<file path="config.mk">
export PLATFORM = sky130hd
export DESIGN_NAME = block_pool_fifo_free_list
export DESIGN_NICKNAME = d
export VERILOG_FILES = /design/src/bpfl_pkg.sv /design/src/block_pool_fifo_free_list.sv /design/src/bpfl_ctrl.sv /design/src/bpfl_datapath.sv
export SDC_FILE = /design/constraint.sdc
export NUM_CORES = 1
export LEC_CHECK = 0
export BUFFER_PORTS_ARGS = -buffer_cell sky130_fd_sc_hd__buf_2
export CORE_AREA = 8 8 238 240
export CTS_CLUSTER_DIAMETER = 80
export DETAILED_ROUTE_END_ITERATION = 10
export DIE_AREA = 0 0 246 248
export PLACE_DENSITY_LB_ADDON = 0.05
export SLEW_MARGIN = 20
export SYNTH_ARGS = -nofsm -noshare
export SYNTH_HDL_FRONTEND = slang
export SYNTH_SLANG_ARGS = --single-unit
</file>
<file path="constraint.sdc">
create_clock -name clk -period 4.6 [get_ports clk]
set_input_delay 0.46 -clock clk [delete_from_list [all_inputs] [get_ports clk]]
set_output_delay 0.46 -clock clk [all_outputs]
set_load 0.005 [all_outputs]
</file>
<file path="src/bpfl_pkg.sv">
// ----------------------------------------------------------------------------
// bpfl_pkg
// Shared types and constants for the block pool free list allocator.
// ----------------------------------------------------------------------------
package bpfl_pkg;

  localparam int IDX_W   = 6;
  localparam int COUNT_W = 7;

  localparam logic [COUNT_W-1:0] COUNT_MAX       = 7'd127;
  localparam logic [COUNT_W-1:0] THRESHOLD_RESET = 7'd59;

  localparam logic KIND_ALLOC = 1'b0;
  localparam logic KIND_FREE  = 1'b1;

  typedef struct packed {
    logic sweep;
    logic do_free;
    logic do_fail;
    logic do_alloc;
  } cmd_t;

  typedef struct packed {
    logic sweep_done;
    logic list_empty;
    logic out_free;
  } status_t;

endpackage

</file>
<file path="src/block_pool_fifo_free_list.sv">
// ----------------------------------------------------------------------------
// block_pool_fifo_free_list
// Fixed pool of BLOCKS equal blocks on a linked FIFO free list: allocate
// takes the head block, free appends at the rear.
//
//   channel | direction | handshake            | payload
//   in      | to block  | in_valid / in_stall  | kind, block_index
//   out     | from block| out_valid / out_stall| ok, given_index, space_busy,
//           |           |                      | blocks_in_use
//   cfg     | to block  | cfg_write            | cfg_data (busy threshold)
//
// A free or a refused allocate is carried out straight from the idle state; a
// granted allocate passes through a lookup state, needed for the registered read
// of the link table at the head pointer, and holds in_stall high during it.
// After rst the link table is swept one entry a cycle, over all BLOCKS entries,
// with in_stall held high; cfg writes are taken during the sweep.
// One result register sits on the output; a new beat is taken while it is
// being drained, and in_stall rises while it is full and stalled.
// ----------------------------------------------------------------------------
module block_pool_fifo_free_list #(
  parameter int BLOCKS = 64
) (
  input  logic                         clk,
  input  logic                         rst,
  input  logic                         in_valid,
  output logic                         in_stall,
  input  logic                         kind,
  input  logic [bpfl_pkg::IDX_W-1:0]   block_index,
  output logic                         out_valid,
  input  logic                         out_stall,
  output logic                         ok,
  output logic [bpfl_pkg::IDX_W-1:0]   given_index,
  output logic                         space_busy,
  output logic [bpfl_pkg::COUNT_W-1:0] blocks_in_use,
  input  logic                         cfg_write,
  input  logic [bpfl_pkg::COUNT_W-1:0] cfg_data
);

  bpfl_pkg::cmd_t    cmd;
  bpfl_pkg::status_t status;

  bpfl_ctrl u_ctrl (
    .clk      (clk),
    .rst      (rst),
    .in_valid (in_valid),
    .in_stall (in_stall),
    .kind     (kind),
    .status   (status),
    .cmd      (cmd)
  );

  bpfl_datapath #(
    .BLOCKS (BLOCKS)
  ) u_datapath (
    .clk           (clk),
    .rst           (rst),
    .cmd           (cmd),
    .status        (status),
    .block_index   (block_index),
    .cfg_write     (cfg_write),
    .cfg_data      (cfg_data),
    .out_valid     (out_valid),
    .out_stall     (out_stall),
    .ok            (ok),
    .given_index   (given_index),
    .space_busy    (space_busy),
    .blocks_in_use (blocks_in_use)
  );

endmodule

</file>
<file path="src/bpfl_ctrl.sv">
// ----------------------------------------------------------------------------
// bpfl_ctrl
// Sequencer: link table sweep after reset, input beat acceptance and the
// lookup state that a granted allocate passes through for the link read.
// ----------------------------------------------------------------------------
module bpfl_ctrl (
  input  logic             clk,
  input  logic             rst,
  input  logic             in_valid,
  output logic             in_stall,
  input  logic             kind,
  input  bpfl_pkg::status_t status,
  output bpfl_pkg::cmd_t    cmd
);

  typedef enum logic [2:0] {
    S_INIT   = 3'b001,
    S_IDLE   = 3'b010,
    S_LOOKUP = 3'b100
  } state_t;

  state_t state;
  state_t state_next;
  logic   accept;

  assign in_stall = !((state == S_IDLE) && status.out_free);
  assign accept   = in_valid && !in_stall;

  always_comb begin
    state_next   = state;
    cmd          = '0;
    unique case (state)
      S_INIT: begin
        cmd.sweep = 1'b1;
        if (status.sweep_done) begin
          state_next = S_IDLE;
        end
      end
      S_IDLE: begin
        if (accept) begin
          if (kind == bpfl_pkg::KIND_FREE) begin
            cmd.do_free = 1'b1;
          end else if (status.list_empty) begin
            cmd.do_fail = 1'b1;
          end else begin
            state_next = S_LOOKUP;
          end
        end
      end
      S_LOOKUP: begin
        cmd.do_alloc = 1'b1;
        state_next   = S_IDLE;
      end
      default: begin
        state_next = S_INIT;
      end
    endcase
  end

  always_ff @(posedge clk) begin
    if (rst) begin
      state <= S_INIT;
    end else begin
      state <= state_next;
    end
  end

  a_accept_after_sweep: assert property (@(posedge clk) disable iff (rst)
    accept |-> (state == S_IDLE) && !status.sweep_done == 1'b0 || !accept)
    else $error("beat accepted before link sweep finished");

  a_lookup_one_cycle: assert property (@(posedge clk) disable iff (rst)
    (state == S_LOOKUP) |=> (state == S_IDLE))
    else $error("lookup held longer than one cycle");

  a_alloc_follows_accept: assert property (@(posedge clk) disable iff (rst)
    cmd.do_alloc |-> $past(accept) && ($past(kind) == bpfl_pkg::KIND_ALLOC))
    else $error("allocate issued without an accepted allocate beat");

endmodule

</file>
<file path="src/bpfl_datapath.sv">
// ----------------------------------------------------------------------------
// bpfl_datapath
// Link table, head/rear pointers, in-use count, busy flag, threshold
// register and the output register.
// ----------------------------------------------------------------------------
module bpfl_datapath #(
  parameter int BLOCKS = 64
) (
  input  logic                             clk,
  input  logic                             rst,
  input  bpfl_pkg::cmd_t                   cmd,
  output bpfl_pkg::status_t                status,
  input  logic [bpfl_pkg::IDX_W-1:0]       block_index,
  input  logic                             cfg_write,
  input  logic [bpfl_pkg::COUNT_W-1:0]     cfg_data,
  output logic                             out_valid,
  input  logic                             out_stall,
  output logic                             ok,
  output logic [bpfl_pkg::IDX_W-1:0]       given_index,
  output logic                             space_busy,
  output logic [bpfl_pkg::COUNT_W-1:0]     blocks_in_use
);

  localparam int IW = $clog2(BLOCKS);

  logic [IW-1:0] link_mem [BLOCKS];
  logic [IW-1:0] link_rd;

  logic [IW-1:0] sweep_ptr;
  logic [IW-1:0] head;
  logic [IW-1:0] rear;
  logic          list_empty;
  logic [bpfl_pkg::COUNT_W-1:0] used_count;
  logic          busy_flag;
  logic [bpfl_pkg::COUNT_W-1:0] threshold;

  logic          in_range;
  logic [IW-1:0] free_idx;
  logic [bpfl_pkg::COUNT_W-1:0] count_inc;
  logic [bpfl_pkg::COUNT_W-1:0] count_dec;
  logic          mem_we;
  logic [IW-1:0] mem_waddr;
  logic [IW-1:0] mem_wdata;
  logic          load;
  logic          sweep_last;

  assign sweep_last = (sweep_ptr == IW'(BLOCKS - 1));
  assign in_range   = (32'(block_index) < 32'(BLOCKS));
  assign free_idx   = IW'(block_index);
  assign count_inc  = (used_count == bpfl_pkg::COUNT_MAX) ? used_count
                                                          : used_count + 7'd1;
  assign count_dec  = (used_count == '0) ? used_count : used_count - 7'd1;

  assign status.sweep_done = sweep_last;
  assign status.list_empty = list_empty;
  assign status.out_free   = !out_valid || !out_stall;

  always_comb begin
    mem_we    = 1'b0;
    mem_waddr = sweep_ptr;
    mem_wdata = sweep_last ? '0 : sweep_ptr + IW'(1);
    if (cmd.sweep) begin
      mem_we = 1'b1;
    end else if (cmd.do_free && in_range && !list_empty) begin
      mem_we    = 1'b1;
      mem_waddr = rear;
      mem_wdata = free_idx;
    end
  end

  always_ff @(posedge clk) begin
    if (mem_we) begin
      link_mem[mem_waddr] <= mem_wdata;
    end
    link_rd <= link_mem[head];
  end

  always_ff @(posedge clk) begin
    if (rst) begin
      sweep_ptr  <= '0;
      head       <= '0;
      rear       <= IW'(BLOCKS - 1);
      list_empty <= 1'b0;
      used_count <= '0;
      busy_flag  <= 1'b0;
      threshold  <= bpfl_pkg::THRESHOLD_RESET;
    end else begin
      if (cfg_write) begin
        threshold <= cfg_data;
      end
      if (cmd.sweep && !sweep_last) begin
        sweep_ptr <= sweep_ptr + IW'(1);
      end
      if (cmd.do_free && in_range) begin
        rear       <= free_idx;
        used_count <= count_dec;
        if (list_empty) begin
          head       <= free_idx;
          list_empty <= 1'b0;
        end
      end
      if (cmd.do_alloc) begin
        used_count <= count_inc;
        busy_flag  <= (count_inc > threshold);
        if (head == rear) begin
          list_empty <= 1'b1;
        end else begin
          head <= link_rd;
        end
      end
    end
  end

  assign load = cmd.do_free || cmd.do_fail || cmd.do_alloc;

  always_ff @(posedge clk) begin
    if (rst) begin
      out_valid <= 1'b0;
    end else if (load) begin
      out_valid <= 1'b1;
    end else if (!out_stall) begin
      out_valid <= 1'b0;
    end
  end

  always_ff @(posedge clk) begin
    if (load) begin
      priority if (cmd.do_alloc) begin
        ok            <= 1'b1;
        given_index   <= bpfl_pkg::IDX_W'(head);
        space_busy    <= (count_inc > threshold);
        blocks_in_use <= count_inc;
      end else if (cmd.do_free && in_range) begin
        ok            <= 1'b1;
        given_index   <= '0;
        space_busy    <= busy_flag;
        blocks_in_use <= count_dec;
      end else begin
        ok            <= 1'b0;
        given_index   <= '0;
        space_busy    <= busy_flag;
        blocks_in_use <= used_count;
      end
    end
  end

  a_load_when_free: assert property (@(posedge clk) disable iff (rst)
    load |-> !(out_valid && out_stall))
    else $error("result overwrote a beat still waiting");

  a_alloc_not_empty: assert property (@(posedge clk) disable iff (rst)
    cmd.do_alloc |-> !list_empty)
    else $error("allocate from an empty list");

  a_cmd_onehot: assert property (@(posedge clk) disable iff (rst)
    $onehot0({cmd.sweep, cmd.do_free, cmd.do_fail, cmd.do_alloc}))
    else $error("conflicting datapath commands");

endmodule

</file>
==> results.md <==
- The nature of the critical path endpoint is a flip-flop.
- Setup repair after global routing left no endpoint under its margin.
- Summed over all nets, the half-perimeter wirelength after detailed placement is 30300 um.
- The cell count of the worst hold path is 3.
- The filler cell count is 4844.
- The share of total power dissipated in the clock network is 45.5%.
- The count of distinct cell types in the synthesized netlist is 69.
- The first routing iteration left 653 violations.
- The multi-input combinational cells in the finished layout cover a total of 5050 sq um.
- Entering global routing, the biggest net connects 65 pins.
- The logic depth of the worst setup path including buffers is 5.
- The power per standard cell area is 411 nW/um^2.
- Buffers inserted to repair hold after CTS numbered 0.
- The netlist area before placement is 18300 sq um.
- For this run, the leading register cell type out of synthesis is edfxtp_1.
- The area inside the core boundary is 53100 sq um.
- The leftover overflow at the end of global routing is 0.
- The internal power consumption is 0.00675 W.
- IR analysis of the VDD net gives a maximum drop of 0.257 mV.
- The family of cells with the greatest summed delay on the critical path is simple AND/OR/NAND/NOR gates.
- After clock tree synthesis, the setup repair step added 0 buffers.
- The analysis attributes to net switching a power of 0.00181 W.
- The time the worst path needs with I/O delays and setup is 3.61 ns.
- The insertion delay of the later-clocked pin in the worst-skew pair is 0.59 ns.
- For this design, the sink count on the clock tree is 443.
- For hold timing, the worst endpoint is u_datapath.threshold[0]$_SDFFE_PP1P_.
- The number of cells on the worst reg-to-reg path is 5.
- In the final layout, flip-flops and latches occupy 12900 sq um.
- The kind of start point of the critical path is a flip-flop.
- The arrival time of data at the critical path endpoint is 3.82 ns.
- The final layout contains routed wiring with a total length of 48200 um.
- At the pin with the least slew margin, the transition time is 1.06 ns.
- The antenna diode count is 0.
- The number of detailed-route iterations in the first pass is 5.
- The register-to-register setup slack is 0.99 ns.
- The routability-driven placement congestion ratio is 0.755.
- The proportion of power drawn by combinational gates is 2.6%.
- The worst clock skew is 0.0194 ns.
- Timing would allow up to 277 MHz.
- The average detailed-routed wire length per instance is 26.2 um.
- The number of rows in the core area is 85.
- Final hold analysis gives a worst-case slack of 0.0943 ns.
- Summed over all failing endpoints, the final setup total negative slack is 0 ns.
- The clock passes through at most 3 buffers.
- In this run the worst path has a maximum fanout of 27.
- The clock root buffer master is clkbuf_16.
- The run finished with clean final reports.
- Once the floorplan was initialized, standard cells occupied 34.4% of the core.
- The critical path is of the reg2reg type.
- The first global-routing pass estimated 70900 um of wire.
- Counting the buffers created by CTS gives 50.
- The area share of the largest cell type after synthesis is 65.6%.
- The mean post-synth cell area is 17.4 sq um.
- In this run, synthesis produced a sequential element count of 443.
- After detailed routing, the number of remaining DRC violations is 0.
- The count of input and output buffers is 35.
- The signal on the critical path passes through and4bb_4 > and4_4 > mux2i_4 > nand2_1 > nor2_1.
- Data on the critical path is required at its endpoint by 4.81 ns.
- The number of nets in the finished design is 1129.
- In this run the tightest slew margin relative to its limit is 29.5%.
- In this run the critical register-to-register path is launched from u_ctrl.state[0]$_SDFFE_PP1P_.
- The worst hold path startpoint is cfg_data[0].
- The part of the cycle the worst path needs is 78.4%.
- The number of placed I/O pins is 36.
- Clock-pin slew was measured on the worst setup and hold paths at 0.06 ns.
- The worst min-delay path class is in2reg.
- The die covers 61000 sq um.
- The count of yosys warnings during synthesis is 0.
- The leakage power total is 6.48 nW.
- The final route contains 9576 vias.
- The number of global-route vias before repair is 10100.
- Once detail routing completed, the nets flagged for antenna violations numbered 0.
- Dividing the detail-routed via count by the number of cells gives 5.22.
- The die height is 248 um.
- The most frequently used cell type in the post-synthesis netlist is edfxtp_1.
- The largest stage delay on the critical path is 0.88 ns.
- In the post-synthesis netlist, the biggest area contributors are edfxtp_1, mux4_2, dfxtp_1.
- The number of gates resized after CTS is 0.
- TritonCTS built the clock tree.
- Global routing used 15.9% of the available tracks across all layers.
- The final setup violation count is 0.
- The width of the die is 246 um.
- The async set-reset flop share out of synthesis is 0%.
- The number of synthesized flops with an enable pin is 399.
- The worst register-to-register path ends at u_datapath.link_mem[53][3]$_DFFE_PP_.
- In the synthesized netlist, the number of instances is 1052.
- The maximum level of the CTS H-tree is 2.
- After synthesis, flip-flops and latches occupy 70.4% of the total area.
- The max capacitance violation total is 0.
- The slowest stage of the critical path is the mux2i_4 cell.
- The number of endpoints with negative hold slack in the final report came to 0.
- The number of antenna violations at the first check in global routing is 0.
- The proportion of layout cells with a drive suffix above 1 is 25.8%.
- Compared with the post-synthesis result, the final layout area differs by 14.2%.
- The sequential power share is 51.9%.
- The cell type with the largest total area after synthesis is edfxtp_1.
- Synthesis produced a netlist with a net count of 1082.
- The total count of max-transition violations in the final report is 0.
- The switching portion of total power is 21.2%.
- The buffering stage count on the worst path with inverters included is 0.
- Counting instances in the post-synthesis netlist gives the leading cell types as edfxtp_1, mux4_2, nor2_1.
-- logic make-up (layout without fill, tap and decap cells) --
logic type / after synthesis / after routing / share of synthesized area [%]
multiplexers: 114 / 114 / 12.9
flip-flops: 443 / 443 / 70.4
buffers and inverters: 83 / 171 / 2.23
adder cells (fa/ha/maj): 11 / 11 / 0.754
XOR/XNOR: 15 / 15 / 0.719
AND/OR/NAND/NOR: 255 / 255 / 7.76
AO/OA/AOI/OAI: 131 / 131 / 5.15
-- power by group through the flow --
stage          Sequential (W)  Clock (W)  Combinational, W
2_1_floorplan         0.00453          0          0.000108
3_3_place_gp          0.00453          0          0.000236
3_5_place_dp          0.00453          0          0.000236
4_1_cts               0.00444    0.00401          0.000235
5_1_grt               0.00444    0.00414          0.000249
6_report              0.00444    0.00390          0.000225
-- how the worst max path moves through the flow --
stage | start | to | slack (ns)
floorplan | in_valid | u_datapath.link_mem[0][1]$_DFFE_PP_ | 0.06
global placement | in_valid | u_datapath.link_mem[54][2]$_DFFE_PP_ | 0.86
detailed placement | in_valid | u_datapath.link_mem[54][0]$_DFFE_PP_ | 0.83
CTS | u_ctrl.state[0]$_SDFFE_PP1P_ | u_datapath.link_mem[54][2]$_DFFE_PP_ | 0.92
global route | u_ctrl.state[0]$_SDFFE_PP1P_ | u_datapath.link_mem[54][2]$_DFFE_PP_ | 0.73
finish | u_ctrl.state[0]$_SDFFE_PP1P_ | u_datapath.link_mem[53][3]$_DFFE_PP_ | 0.99
-- layout make-up --
cell class	count	share of cell area (%)
inverters	18	0.324
repair buffers	60	1.86
multi-input cells	526	24.2
clock inverters	35	1.37
clock buffers	58	6.30
well taps	696	4.18
flip-flops and latches	443	61.8
-- layout by cell type (no fill, tap or decap), types with 4 or more instances in the layout --
cell type    n
nand3b_1     4
o221ai_1     4
buf_4       23
inv_1       18
bufinv_16    4
xnor2_1     12
o21a_1       6
nor3_1       7
nand4_1      4
mux2i_1     13
and2_1      11
dfxtp_1     41
clkinv_1     7
or2_0        5
o22ai_1     29
nand3_1     30
clkbuf_1     6
clkinv_2    18
mux4_2      96
a31oi_1      6
and3_1       7
clkbuf_16   51
o21ai_0     13
nor3b_2      4
nand2_1     59
ha_1        11
nor3_2      29
nor2b_1      4
a21oi_1     16
o41ai_1      6
a311oi_1     7
o31ai_1      4
edfxtp_1   399
buf_2       35
o211ai_1     8
nor2_1      66
-- tightest hold or removal path, stage by stage --
cell and delay [ns]:
buf_2 0.07, mux2i_1 0.06, nand2_1 0.06
-- flip-flops by register name (all words and copies together), names as in the netlist, 3 cells and up --
name,flops
u_datapath.link_mem,384
u_datapath.blocks_in_use,7
u_datapath.threshold,7
u_datapath.used_count,7
u_datapath.given_index,6
u_datapath.head,6
u_datapath.link_rd,6
u_datapath.rear,6
u_datapath.sweep_ptr,6
u_ctrl.state,3
-- layer usage --
metal | wire (um) | track usage [%] | part of all wire, % | vias to the layer above
li1 | - | - | - | 4324
met2 | 22800 | 25.3 | 47 | 173
met5 | 0 | 0 | 0 | -
met1 | 22300 | 22.2 | 46 | 5015
met3 | 1780 | 2.45 | 3.7 | 64
met4 | 1200 | 5.40 | 2.5 | 0
-- stage by stage --
stage | cells | util, % | power (W) | area, sq um | setup slack [ns]
after global routing | 1836 | 39.3 | 0.00884 | 20800 | 0.733
after floorplan | 1052 | - | 0.00464 | 18300 | 0.0615
final | 1836 | 39.3 | 0.00856 | 20800 | 0.995
after global placement | 1743 | 36.3 | 0.00476 | 19200 | 0.857
after detailed placement | 1743 | 36.3 | 0.00476 | 19200 | 0.826
after CTS | 1836 | 39.3 | 0.00869 | 20800 | 0.918
(Power assumes the default switching activity.)
